<file path="src/rtl/core/mbc_pkg.sv">
`default_nettype none

package mbc_pkg;

    localparam int ROUNDS     = 32;
    localparam int HALF_W     = 32;
    localparam int BLOCK_W    = 64;
    localparam int CFG_IDX_W  = 3;
    localparam int KEY_WORDS  = 8;
    localparam int REV_MIN    = 8;
    localparam int REV_MAX    = 24;

    typedef enum logic [CFG_IDX_W-1:0] {
        CFG_KEY_01   = 3'd0,
        CFG_KEY_23   = 3'd1,
        CFG_KEY_45   = 3'd2,
        CFG_KEY_67   = 3'd3,
        CFG_DECRYPT  = 3'd4
    } t_cfg_index;

    typedef logic [3:0] t_sbox_row [16];

    localparam t_sbox_row SBOX [8] = '{
        '{4'd12, 4'd4, 4'd6, 4'd2, 4'd10, 4'd5, 4'd11, 4'd9,
          4'd14, 4'd8, 4'd13, 4'd7, 4'd0, 4'd3, 4'd15, 4'd1},
        '{4'd6, 4'd8, 4'd2, 4'd3, 4'd9, 4'd10, 4'd5, 4'd12,
          4'd1, 4'd14, 4'd4, 4'd7, 4'd11, 4'd13, 4'd0, 4'd15},
        '{4'd11, 4'd3, 4'd5, 4'd8, 4'd2, 4'd15, 4'd10, 4'd13,
          4'd14, 4'd1, 4'd7, 4'd4, 4'd12, 4'd9, 4'd6, 4'd0},
        '{4'd12, 4'd8, 4'd2, 4'd1, 4'd13, 4'd4, 4'd15, 4'd6,
          4'd7, 4'd0, 4'd10, 4'd5, 4'd3, 4'd14, 4'd9, 4'd11},
        '{4'd7, 4'd15, 4'd5, 4'd10, 4'd8, 4'd1, 4'd6, 4'd13,
          4'd0, 4'd9, 4'd3, 4'd14, 4'd11, 4'd4, 4'd2, 4'd12},
        '{4'd5, 4'd13, 4'd15, 4'd6, 4'd9, 4'd2, 4'd12, 4'd10,
          4'd11, 4'd7, 4'd8, 4'd1, 4'd4, 4'd3, 4'd14, 4'd0},
        '{4'd8, 4'd14, 4'd2, 4'd5, 4'd6, 4'd9, 4'd1, 4'd12,
          4'd15, 4'd4, 4'd11, 4'd0, 4'd13, 4'd10, 4'd3, 4'd7},
        '{4'd1, 4'd7, 4'd14, 4'd13, 4'd0, 4'd5, 4'd8, 4'd3,
          4'd4, 4'd15, 4'd10, 4'd6, 4'd9, 4'd12, 4'd11, 4'd2}
    };

    function automatic logic [HALF_W-1:0] round_f(input logic [HALF_W-1:0] half,
                                                  input logic [HALF_W-1:0] key);
        logic [HALF_W-1:0] v;
        logic [HALF_W-1:0] s;
        v = half + key;
        for (int i = 0; i < 8; i++) begin
            s[4*i +: 4] = SBOX[i][v[4*i +: 4]];
        end
        return {s[HALF_W-12:0], s[HALF_W-1:HALF_W-11]};
    endfunction

endpackage

`default_nettype wire

</file>
<file path="src/rtl/core/mbc_round.sv">
`default_nettype none

module mbc_round
    import mbc_pkg::*;
(
    input  wire logic              i_clk,
    input  wire logic              i_rst_n,
    input  wire logic              i_en,
    input  wire logic              i_valid,
    input  wire logic [HALF_W-1:0] i_lo,
    input  wire logic [HALF_W-1:0] i_hi,
    input  wire logic [HALF_W-1:0] i_key,
    output logic                   o_valid,
    output logic      [HALF_W-1:0] o_lo,
    output logic      [HALF_W-1:0] o_hi
);

    logic              r_valid;
    logic [HALF_W-1:0] r_lo;
    logic [HALF_W-1:0] r_hi;
    logic [HALF_W-1:0] n_lo;

    assign n_lo = i_hi ^ round_f(i_lo, i_key);

    always_ff @(posedge i_clk) begin
        if (!i_rst_n) begin
            r_valid <= 1'b0;
        end else if (i_en) begin
            r_valid <= i_valid;
        end
    end

    // swap halves
    always_ff @(posedge i_clk) begin
        if (i_en) begin
            r_lo <= n_lo;
            r_hi <= i_lo;
        end
    end

    assign o_valid = r_valid;
    assign o_lo    = r_lo;
    assign o_hi    = r_hi;

endmodule

`default_nettype wire

</file>
<file path="config.mk">
export PLATFORM = sky130hd
export DESIGN_NAME = mbc_round
export DESIGN_NICKNAME = d
export VERILOG_FILES = /design/src/rtl/core/mbc_pkg.sv /design/src/rtl/core/mbc_round.sv
export SDC_FILE = /design/constraint.sdc
export NUM_CORES = 1
export LEC_CHECK = 0
export BUFFER_PORTS_ARGS = -buffer_cell sky130_fd_sc_hd__buf_2
export CAP_MARGIN = 20
export CORE_ASPECT_RATIO = 1.2
export CORE_UTILIZATION = 48
export DETAILED_ROUTE_END_ITERATION = 10
export PLACE_DENSITY = 0.78
export SLEW_MARGIN = 0
export SYNTH_ARGS = -nofsm -noshare
export SYNTH_HDL_FRONTEND = slang
export SYNTH_SLANG_ARGS = --single-unit
</file>
<file path="constraint.sdc">
create_clock -name i_clk -period 4.1 [get_ports i_clk]
set_clock_uncertainty 0.15 [all_clocks]
set_input_delay 0.82 -clock i_clk [delete_from_list [all_inputs] [get_ports i_clk]]
set_output_delay 0.82 -clock i_clk [all_outputs]
set_load 0.02 [all_outputs]
</file>
==> Word level (Yosys, flattened, before mapping) <==
Memories as Yosys holds them, arrays and structs flattened.
Index checks and enable logic that the tools add are counted.
{ "op_classes": {"add_sub_neg": 1, "n_lt_le_gt_ge": 8, "mux": 16, "n_bitwise": 9} }
{ "op_table": {"columns": ["op", "count"], "rows": [
  ["$mux W4", 16],
  ["$ge A5 B5 Y1 const B", 8],
  ["$not A4 Y5", 8],
  ["$add A32 B32 Y32", 1],
  ["$xor A32 B32 Y32", 1]
]} }
{ "word_totals": {"register_bits": 65, "rom_bits": 512, "in_bits": 100, "out_inout_bits": 65, "wordCells": 45, "n_memories": 8} }
{ "memory_table": {"columns": ["memory", "words", "word_bits", "rd", "rd_ports_with_merged_regs", "write_ports", "line", "text"], "rows": [
  ["(name not given)", 16, 4, 1, 0, 0, "mbc_pkg.sv:48", "s[4*i +: 4] = SBOX[i][v[4*i +: 4]];"],
  ["(name not given)", 16, 4, 1, 0, 0, "mbc_pkg.sv:48", null],
  ["(name not given)", 16, 4, 1, 0, 0, "mbc_pkg.sv:48", null],
  ["(name not given)", 16, 4, 1, 0, 0, "mbc_pkg.sv:48", null],
  ["(name not given)", 16, 4, 1, 0, 0, "mbc_pkg.sv:48", null],
  ["(name not given)", 16, 4, 1, 0, 0, "mbc_pkg.sv:48", null],
  ["2 more memories", null, null, null, null, null, null, null]
]} }

==> Logic depth before layout (Yosys ltp) <==
Gate-level depths: netlist (run 1).
{ "logic_depth": {"depth_word": 6, "ltp_mapped": 15, "mapped_depth_nobuf": 15} }

==> Least setup slack after synthesis (run 1) <==
OpenSTA, ideal clock, no wires.
{ "synth_timing": {"path_kind": "input to register", "startpoint": "in i_lo[11]", "endpoint": "reg r_lo[8], in the netlist o_lo[8] (data pin)", "setup_ps": 265, "t_arrival_ps": 3827, "required_time_ps": 3685, "slack_ps": -142, "cell_stages": 12, "path_buffers": 1, "cell_sequence": "ha_1 clkbuf_2 nand4_1 a211oi_1 a211o_2 o2111a_1 and2b_2 o311ai_1 ha_1 mux2_2 a222oi_1 xnor2_1"} }
{ "synth_via": {"elab_chain_cells": 6} }
{ "synth_lines": {"columns": ["item", "line", "text"], "rows": [
  ["start, declared", "mbc_round.sv:10", "input wire logic [HALF_W-1:0] i_lo,"],
  ["$add A32 B32 Y32", "mbc_pkg.sv:46", "v = half + key;"],
  ["$not A4 Y5 (implied by the code)", "mbc_pkg.sv:48", null],
  ["$mem_v2 Z16 W4", null, null],
  ["$mux W4 (implied by the code) (2 in a row)", "mbc_pkg.sv:48", null],
  ["$xor A32 B32 Y32", "mbc_round.sv:23", "assign n_lo = i_hi ^ round_f(i_lo, i_key);"],
  ["net n_lo[8]", "mbc_round.sv:21", "logic [HALF_W-1:0] n_lo;"],
  ["end signal, assigned", "mbc_round.sv:36", "r_lo <= n_lo;"],
  ["end, declared", "mbc_round.sv:19", "logic [HALF_W-1:0] r_lo;"]
]} }
The timed path passes the listed nets, and every way through them passes these cells. The select of a mux whose other input is x is not followed.
A chain may end at the register's enable or synchronous reset.

==> Final worst setup path (run 1) <==
{ "layout_timing": {"startpoint": "in i_lo[5]", "endpoint": "reg r_lo[2], in the netlist o_lo[2] (data pin)"} }
Same word-level chain as after synthesis.

==> results.tsv, run 1 <==
stage	metric	value	unit
placement	Post-Place Setup Slack	-0.189	ns
pwr	VDD IR-drop max	0.000234	V
logic_synthesis	most common library cells after synthesis	ha_1, edfxtp_1, a21oi_1, xnor2_1, inv_1	
floorplan	Die W	99.8	um
sta	crit path time final	3.92	ns
clock_network	TritonCTS clock tree	built	
worst_hold_path	hold crit path type	register to register	
logic_synthesis	Yosys cell types	65	
routing	initial drt markers	203	
final_layout	Filler Cell Count	902	
placement	Placed Cells	883	
routing	# DRC	0	
floorplan	starting density of the core	0.497	
worst_setup_path	r2r setup slk	3.37	ns
status	status	finished, final reports clean	
logic_synthesis	number of synthesized flops with an enable pin	64	
clock_network	number of buffers created by CTS	9	
routing	Via-to-Cell Ratio	5.25	
final_layout	final std cells w/o fill	897	
logic_synthesis	Syn. warnings	0	
floorplan	I/O Pins	165	
routing	vias	4713	
global_routing	largest net degree at the start of global routing	38	
logic_synthesis	share of the synthesized area in the top cell type	0.349	
global_routing	gr ovfl total	0	
clock_network	CTS clk-pin slew, worst paths	0.05	ns
sta	unrepaired setup endpoints after global routing	no	
logic_synthesis	syn avg cell area	10.7	um2
global_routing	vias in the first global route	4719	
placement	Detailed Place HPWL	10700	um
pwr	Pwr Density	428	nW/um2
logic_synthesis	#FFs+latches synth	65	
logic_synthesis	Mapped Area	5510	um2
floorplan	floorplan core area	11100	um2
final_layout	synthesis-to-finish area growth	30.5	%
logic_synthesis	Post-synth ARST share	0	
routing	Wirelength per Cell	14.9	um
logic_synthesis	most frequent cell after synthesis	ha_1	
worst_setup_path	CP Max Fanout	5	
final_layout	Reg area	1940	um2
logic_synthesis	complex-gate fraction of the synthesized area	0.166	
sta	Tcrit/Tclk final	0.955	
logic_synthesis	mux contribution to synthesized area	0.0845	
worst_setup_path	Critical Path RT	4.04	ns
logic_synthesis	Area contributors post-synth	edfxtp_1, ha_1, xnor2_1	
placement	port bufs	164	
sta	PnR worst setup slack	0.183	ns
floorplan	Die Y	119	um
final_layout	Net count, final	909	
pwr	leakage	0.00330	uW
clock_network	CTS resizes	0	
logic_synthesis	largest family of logic cells by synthesized area	compound AO/OA/AOI/OAI gates	
clock_network	Clock Latency Late Sink	0.33	ns
floorplan	Die Area	11900	um2
clock_network	Post CTS Setup Buffer Count	0	
worst_setup_path	critical path endpoint category	register	
global_routing	initial antenna violation count	0	
routing	Post-Route WL	13400	um
routing	DR pass1 iterations	4	
global_routing	GRT Total Usage	0.231	
clock_network	clock tree sinks	65	
job	Max-cap violations	0	
clock_network	Longest Clk Path Bufs	2	
placement	GP Congestion	0.916	
logic_synthesis	sequential share of the synthesized area	0.353	
sta	Worst Max-Slew Pin Slew	0.734	ns
logic_synthesis	Simple-Gate Fraction of Synth Area	0.0998	
logic_synthesis	Post-Syn Instances	516	
clock_network	root buffer cell	clkbuf_16	
logic_synthesis	most common flop cell mapped by yosys	edfxtp_1	
logic_synthesis	Syn Nets	685	
sta	fmax	255	MHz
final_layout	multi-input logic area	3410	um2
worst_setup_path	critical path type	input port to register	
sta	final setup vio count	0	
routing	Antenna Violating Nets Remaining	0	
worst_setup_path	Worst EP arrival	3.85	ns
sta	Final Hold Viols	0	
logic_synthesis	Adder-Cell Fraction of Synth Area	0.158	
logic_synthesis	Yosys top cell by area	edfxtp_1	
final_layout	Antenna Cells	0	
global_routing	first-pass GRT wire length	21700	um
floorplan	Row Count	42	
pwr	Pwr Total	3080	uW
clock_network	hold bufs inserted after CTS	0	
final_layout	layout cells sized above 1	0.369	
sta	Slew Viols, Final	0	
clock_network	CTS H-tree lvls	3	
logic_synthesis	xor/xnor share of the synthesized area	0.105	
worst_setup_path	critical path startpoint category	input port	
sta	slew margin rel.	0.511	
-- power by group --
group          leakage (uW)  internal (uW)  total, uW  switching [uW]
sequential         0.000635            908        935            27.0
combinational       0.00255            665       1480             812
clock              0.000122            395        666             271
-- final timing paths --
path | startpoint | to | cells after the start
worst min register to register | o_valid | o_valid | 2
worst max register to register | o_valid | o_valid | 2
worst min-delay path | o_valid | o_valid | 2
worst max-delay path | i_lo[5] | o_lo[2] | 15
-- layout make-up --
type,instances,area share
timing repair buffer,223,0.176
inverter,34,0.0178
clock inverter,5,0.00348
sequential,65,0.270
tap,154,0.0268
multi-input combinational,407,0.474
clock buffer,9,0.0313
-- critical path, cell delays in order --
cell and delay, ns:
buf_2 0.11, ha_1 0.31, buf_4 0.16, o21ai_0 0.25
a211oi_1 0.12, a211o_2 0.40, o21ai_0 0.29, o21bai_1 0.12
a21oi_1 0.18, xnor2_1 0.23, ha_1 0.32, mux2_2 0.27
nor2_1 0.10, a21oi_1 0.05, xnor2_1 0.12
-- registers in the layout, summed over array words and instances (netlist names) --
signal and cells:
o_lo 32, o_valid 1, o_hi 32
-- layout by cell type, fill, tap and decap left out, types with 23 or more instances in the layout --
cell type and count:
nor2_1 30, ha_1 68, nand2_1 24, xor2_1 25
a21oi_1 37, o21ai_0 23, xnor2_1 37, inv_1 34
buf_2 164, buf_4 59, edfxtp_1 64
-- per-stage QoR --
step | hold slack [ns] | setup TNS (ns) | util | instance area, um2
3_3_place_gp | 0.340 | -0.935 | 0.624 | 6920
3_5_place_dp | 0.365 | -1.87 | 0.624 | 6920
4_1_cts | 0.374 | 0 | 0.646 | 7170
5_1_grt | 0.411 | 0 | 0.648 | 7180
6_report | 0.368 | 0 | 0.648 | 7180
2_1_floorplan | 0.439 | 0 | - | 5520
-- logic make-up (layout without fill, tap and decap cells) --
kind of cell	after synthesis	after routing
compound gates	132	132
mux	34	34
xor+xnor	64	64
flops	65	65
simple gates	108	108
fa+ha+maj	69	69
buf+inv	44	271
-- metal layers --
metal  global-route usage  wire length [um]  up-vias
met2                0.409              6810      143
met1                0.274              5620     2180
met3               0.0387               608       24
met5                    0                 0        -
met4               0.0956               318        0
li1                     -                 -     2366
Power figures use the tool's default switching activity.
==> run 2, diff against run 1 <==
Settings changed: CORE_UTILIZATION 48 to 45, PLACE_DENSITY 0.78 to 0.74.
==> run 2 against run 1 <==
Effect of this change:
- critical endpoint is now o_lo[31]
- design area up 1.7%
- sequential power about the same
- global-route usage shrank 1.5 points
- total power up 3.2%
- final cell count is 1.3% higher
- die area up 6.5%
- largest cell class unchanged
- highest routed layer unchanged
- utilization shrank 2.5 points
==> results.tsv, run 2 (synthesis results as in run 1) <==
stage	metric	value	unit
status	status	finished, final reports clean	
sta	fmax	253	MHz
routing	Via-to-Cell Ratio	5.31	
routing	DR pass1 iterations	4	
sta	Worst Max-Slew Pin Slew	0.738	ns
routing	Wirelength per Cell	14.8	um
floorplan	Die Area	12700	um2
clock_network	clock tree sinks	65	
worst_setup_path	critical path endpoint category	register	
routing	# DRC	0	
final_layout	Net count, final	916	
worst_setup_path	critical path startpoint category	input port	
pwr	leakage	0.00337	uW
worst_setup_path	CP Max Fanout	5	
floorplan	floorplan core area	11700	um2
global_routing	GRT Total Usage	0.216	
pwr	VDD IR-drop max	0.000262	V
clock_network	TritonCTS clock tree	built	
final_layout	layout cells sized above 1	0.376	
routing	Antenna Violating Nets Remaining	0	
global_routing	largest net degree at the start of global routing	34	
placement	Post-Place Setup Slack	-0.272	ns
pwr	Pwr Total	3180	uW
placement	Detailed Place HPWL	10800	um
clock_network	CTS H-tree lvls	3	
global_routing	vias in the first global route	4839	
sta	Final Hold Viols	0	
pwr	Pwr Density	434	nW/um2
sta	hold slack final	0.359	ns
worst_setup_path	worst path cell trace	buf_2 > ha_1 > a21o_1 > or4_4 > o21ai_0 > nand2_1 > a221oi_1 > xnor2_1 > buf_4 > ha_1 > inv_1 > mux4_2 > xnor2_1	
global_routing	first-pass GRT wire length	21500	um
placement	GP Congestion	0.878	
floorplan	Die Y	123	um
sta	PnR worst setup slack	0.142	ns
sta	Slew Viols, Final	0	
final_layout	synthesis-to-finish area growth	32.8	%
clock_network	Longest Clk Path Bufs	2	
routing	initial drt markers	179	
global_routing	initial antenna violation count	0	
clock_network	root buffer cell	clkbuf_16	
global_routing	gr ovfl total	0	
floorplan	starting density of the core	0.469	
worst_hold_path	hold crit path type	register to register	
clock_network	Clock Latency Late Sink	0.33	ns
routing	Post-Route WL	13400	um
floorplan	Die W	103	um
sta	slew margin rel.	0.508	
placement	port bufs	164	
clock_network	CTS clk-pin slew, worst paths	0.05	ns
clock_network	number of buffers created by CTS	9	
worst_setup_path	Critical Path RT	4.03	ns
sta	crit path time final	3.96	ns
final_layout	utilization after layout	0.623	
worst_setup_path	critical path type	input port to register	
placement	Placed Cells	892	
worst_setup_path	slowest stage cell, crit path	mux4_2	
final_layout	Filler Cell Count	1026	
final_layout	highest-count cells in the layout ignoring fill and taps	buf_2, ha_1, buf_4	
final_layout	Antenna Cells	0	
routing	vias	4829	
worst_setup_path	Worst EP arrival	3.89	ns
job	Max-cap violations	0	
final_layout	commonest non-fill, non-tap cell in the layout	buf_2	
floorplan	I/O Pins	165	
floorplan	Row Count	43	
sta	unrepaired setup endpoints after global routing	yes	
worst_setup_path	critical path's largest stage delay	0.48	ns
final_layout	final std cells w/o fill	909	
sta	Tcrit/Tclk final	0.965	
sta	final setup vio count	0	
run 2: changes by cell type in the layout (fill, tap and decap cells not counted), sizes merged:
cell	delta
clkinv	-1
clkbuf	+3
bufinv	+1
buf	+7
clkinvlp	-1
run 2: worst paths after layout:
path | cells after the start | from | to | slack, ns
worst min register to register | 2 | o_valid | o_valid | 0.36
worst min-delay path | 2 | o_valid | o_valid | 0.36
worst max-delay path | 13 | i_lo[5] | o_lo[31] | 0.14
worst max register to register | 2 | o_valid | o_valid | 3.37
run 2: what timing repair did:
action / in CTS / in global routing
hold buffers: 0 / 0
gates resized for setup: 0 / 11
setup endpoints to repair: 0 / 12
setup buffers: 0 / 1
run 2: report_power, final:
group          switching [uW]  internal (uW)  total [uW]
Sequential               26.8            908         934
Combinational             819            683        1500
Clock                     272            467         739
run 2: worst max-delay path: cells and delay by family:
kind            cells  cell delay, ns
simple gates        2            0.59
buf+inv             3            0.34
fa+ha+maj           2            0.46
mux                 1            0.48
xor+xnor            2            0.33
compound gates      3            0.88
run 2: cell type report:
| cell class | count | area (um2) | share of cell area |
|---|---|---|---|
| timing repair buffer | 230 | 1320 | 0.181 |
| clock inverter | 4 | 43.8 | 0.00599 |
| tap | 157 | 196 | 0.0269 |
| clock buffer | 12 | 236 | 0.0324 |
| sequential | 65 | 1940 | 0.266 |
| multi-input combinational | 407 | 3440 | 0.471 |
| inverter | 34 | 128 | 0.0175 |
run 2: per-layer routing:
metal  vias up  share of wire  track usage
met5         -              0            0
met4         0          0.027       0.0924
met3        26          0.049       0.0362
met2       161           0.50        0.385
met1      2260           0.42        0.254
li1       2382              -            -
run 2: stage by stage:
| stage | TNS (ns) | area [um2] |
|---|---|---|
| 2_1_floorplan | 0 | 5520 |
| 3_3_place_gp | -1.21 | 6970 |
| 3_5_place_dp | -2.15 | 6970 |
| 4_1_cts | 0 | 7250 |
| 5_1_grt | -0.156 | 7310 |
| 6_report | 0 | 7310 |
==> run 3, diff against run 2 <==
Settings changed: CORE_UTILIZATION 45 to 35, PLACE_DENSITY 0.74 to default, SKIP_CTS_REPAIR_TIMING from default to 1.
Clock period 4.1 ns to 4.3 ns, I/O delays scaled along.
==> run 3 against run 2 <==
Effect of this change:
- count of clock-buffer cells in the layout decreased by 1
- critical path depth decreased by 1
- combinational power fell by 9%
- setup slack gained 0.088 ns
==> results.tsv, run 3 (synthesis results as in run 1) <==
stage	metric	value	unit
clock_network	CTS clk-pin slew, worst paths	0.06	ns
final_layout	synthesis-to-finish area growth	29.2	%
final_layout	Filler Cell Count	1485	
placement	Detailed Place HPWL	11000	um
clock_network	CTS H-tree lvls	3	
pwr	leakage	0.00322	uW
placement	port bufs	164	
routing	# DRC	0	
global_routing	vias in the first global route	4737	
pwr	Clk network pwr share	0.227	
final_layout	multi-input logic area	3380	um2
worst_setup_path	RR Startpoint	o_valid	
worst_setup_path	Reg-to-Reg End	o_valid	
worst_hold_path	worst hold path startpoint	o_valid	
floorplan	floorplan core area	15200	um2
worst_setup_path	CP startpoint	i_lo[5]	
clock_network	clock tree sinks	65	
worst_setup_path	worst path cell trace	buf_2 > ha_1 > a21o_1 > or4_4 > o21ai_0 > nand2_1 > a41oi_1 > xnor2_1 > inv_1 > ha_1 > mux4_2 > xnor2_1	
status	status	finished, final reports clean	
pwr	VDD IR-drop max	0.000188	V
sta	unrepaired setup endpoints after global routing	no	
global_routing	first-pass GRT wire length	21700	um
worst_hold_path	Hold Path End	o_valid	
worst_hold_path	hold crit path type	register to register	
global_routing	GRT Total Usage	0.172	
worst_setup_path	Worst EP arrival	4.01	ns
worst_hold_path	hold path depth	2	
worst_setup_path	critical path type	input port to register	
final_layout	Reg area	1940	um2
routing	initial drt markers	227	
pwr	Pint	1860	uW
floorplan	Die Y	139	um
worst_setup_path	Critical Path RT	4.24	ns
routing	Antenna Violating Nets Remaining	0	
global_routing	largest net degree at the start of global routing	39	
worst_setup_path	CP Max Fanout	6	
final_layout	commonest non-fill, non-tap cell in the layout	buf_2	
floorplan	Die Area	16200	um2
pwr	Sw Ratio	0.364	
clock_network	root buffer cell	clkbuf_16	
final_layout	Net count, final	894	
worst_setup_path	cell count of the worst reg-to-reg path	2	
floorplan	starting density of the core	0.362	
sta	Tcrit/Tclk final	0.947	
clock_network	TritonCTS clock tree	built	
pwr	Flop pwr share	0.305	
routing	Via-to-Cell Ratio	5.02	
worst_setup_path	critical path startpoint category	input port	
routing	vias	4702	
sta	crit path time final	4.07	ns
global_routing	gr ovfl total	0	
job	Max-cap violations	0	
floorplan	I/O Pins	165	
worst_setup_path	critical path's largest stage delay	0.47	ns
routing	Wirelength per Cell	14.5	um
pwr	combinational power share	0.469	
floorplan	Die W	116	um
placement	GP Congestion	0.813	
routing	Post-Route WL	13600	um
final_layout	final std cells w/o fill	936	
global_routing	initial antenna violation count	2	
sta	final setup vio count	0	
sta	Slew Viols, Final	0	
sta	Final Hold Viols	0	
sta	slew margin rel.	0.556	
sta	Worst Max-Slew Pin Slew	0.666	ns
floorplan	Row Count	49	
routing	DR pass1 iterations	4	
worst_setup_path	slowest stage cell, crit path	mux4_2	
final_layout	layout cells sized above 1	0.345	
clock_network	Longest Clk Path Bufs	2	
worst_setup_path	r2r setup slk	3.53	ns
placement	Placed Cells	918	
worst_setup_path	critical path endpoint category	register	
final_layout	highest-count cells in the layout ignoring fill and taps	buf_2, ha_1, edfxtp_1	
clock_network	Clock Latency Late Sink	0.34	ns
pwr	Pwr Density	411	nW/um2
pwr	Pwr Total	2920	uW
sta	fmax	246	MHz
clock_network	number of buffers created by CTS	9	
pwr	Switch Pwr	1060	uW
[run 3: cell types whose count changed in the layout (fill, tap and decap cells not counted), moves of 2 or more]
cell / delta
buf_4: -21
clkinv_1: +3
clkinv_2: -2
diode_2: +2
xnor2_1: +2
xnor2_2: -2
[run 3: through the flow]
step | utilization | hold slack (ns) | setup WS [ns] | TNS (ns) | cell area, um2
2_1_floorplan | - | 0.439 | 0.0179 | 0 | 5510
3_3_place_gp | 0.451 | 0.344 | -0.0188 | -0.0355 | 6860
3_5_place_dp | 0.451 | 0.385 | -0.104 | -0.312 | 6860
4_1_cts | 0.468 | 0.399 | 0.250 | 0 | 7110
5_1_grt | 0.468 | 0.438 | 0.0576 | 0 | 7120
6_report | 0.468 | 0.396 | 0.230 | 0 | 7120
[run 3: cell type report]
cell class,instances,area share
Multi-Input combinational cell,407,0.475
Sequential cell,65,0.273
Timing Repair Buffer,208,0.162
Tap cell,204,0.0359
Clock buffer,11,0.0327
Inverter,34,0.0179
Clock inverter,5,0.00317
Antenna cell,2,0.000703
[run 3: worst max path at each step]
stage	slack (ns)	depth (start not counted)	endpoint
after CTS	0.25	12	o_lo[28]
final	0.23	12	o_lo[28]
after floorplan	0.02	12	o_lo[8]
after detailed placement	-0.10	12	o_lo[28]
after global routing	0.06	15	o_lo[28]
after global placement	-0.02	14	o_lo[2]
[run 3: critical path, delay by kind of cell]
kind,cells,cell delay (ns)
and+or+nand+nor,2,0.59
adders and majority gates,2,0.54
xor gates and xnor gates,2,0.44
muxes,1,0.47
AOI/OAI and AO/OA,3,0.81
buffers and inverters,2,0.29
[run 3: routing by layer]
metal	vias to the layer above	GRT usage	share of wire
met3	21	0.0335	0.045
met1	2212	0.184	0.40
met4	0	0.0661	0.018
met5	-	0	0
li1	2341	-	-
met2	128	0.323	0.54
[run 3: power by group through the flow]
stage | combinational, uW | sequential, uW | clock (uW)
after global routing | 1510 | 905 | 708
after global placement | 1320 | 904 | 0
final | 1370 | 890 | 662
after detailed placement | 1370 | 905 | 0
after CTS | 1380 | 893 | 679
after floorplan | 789 | 1070 | 0
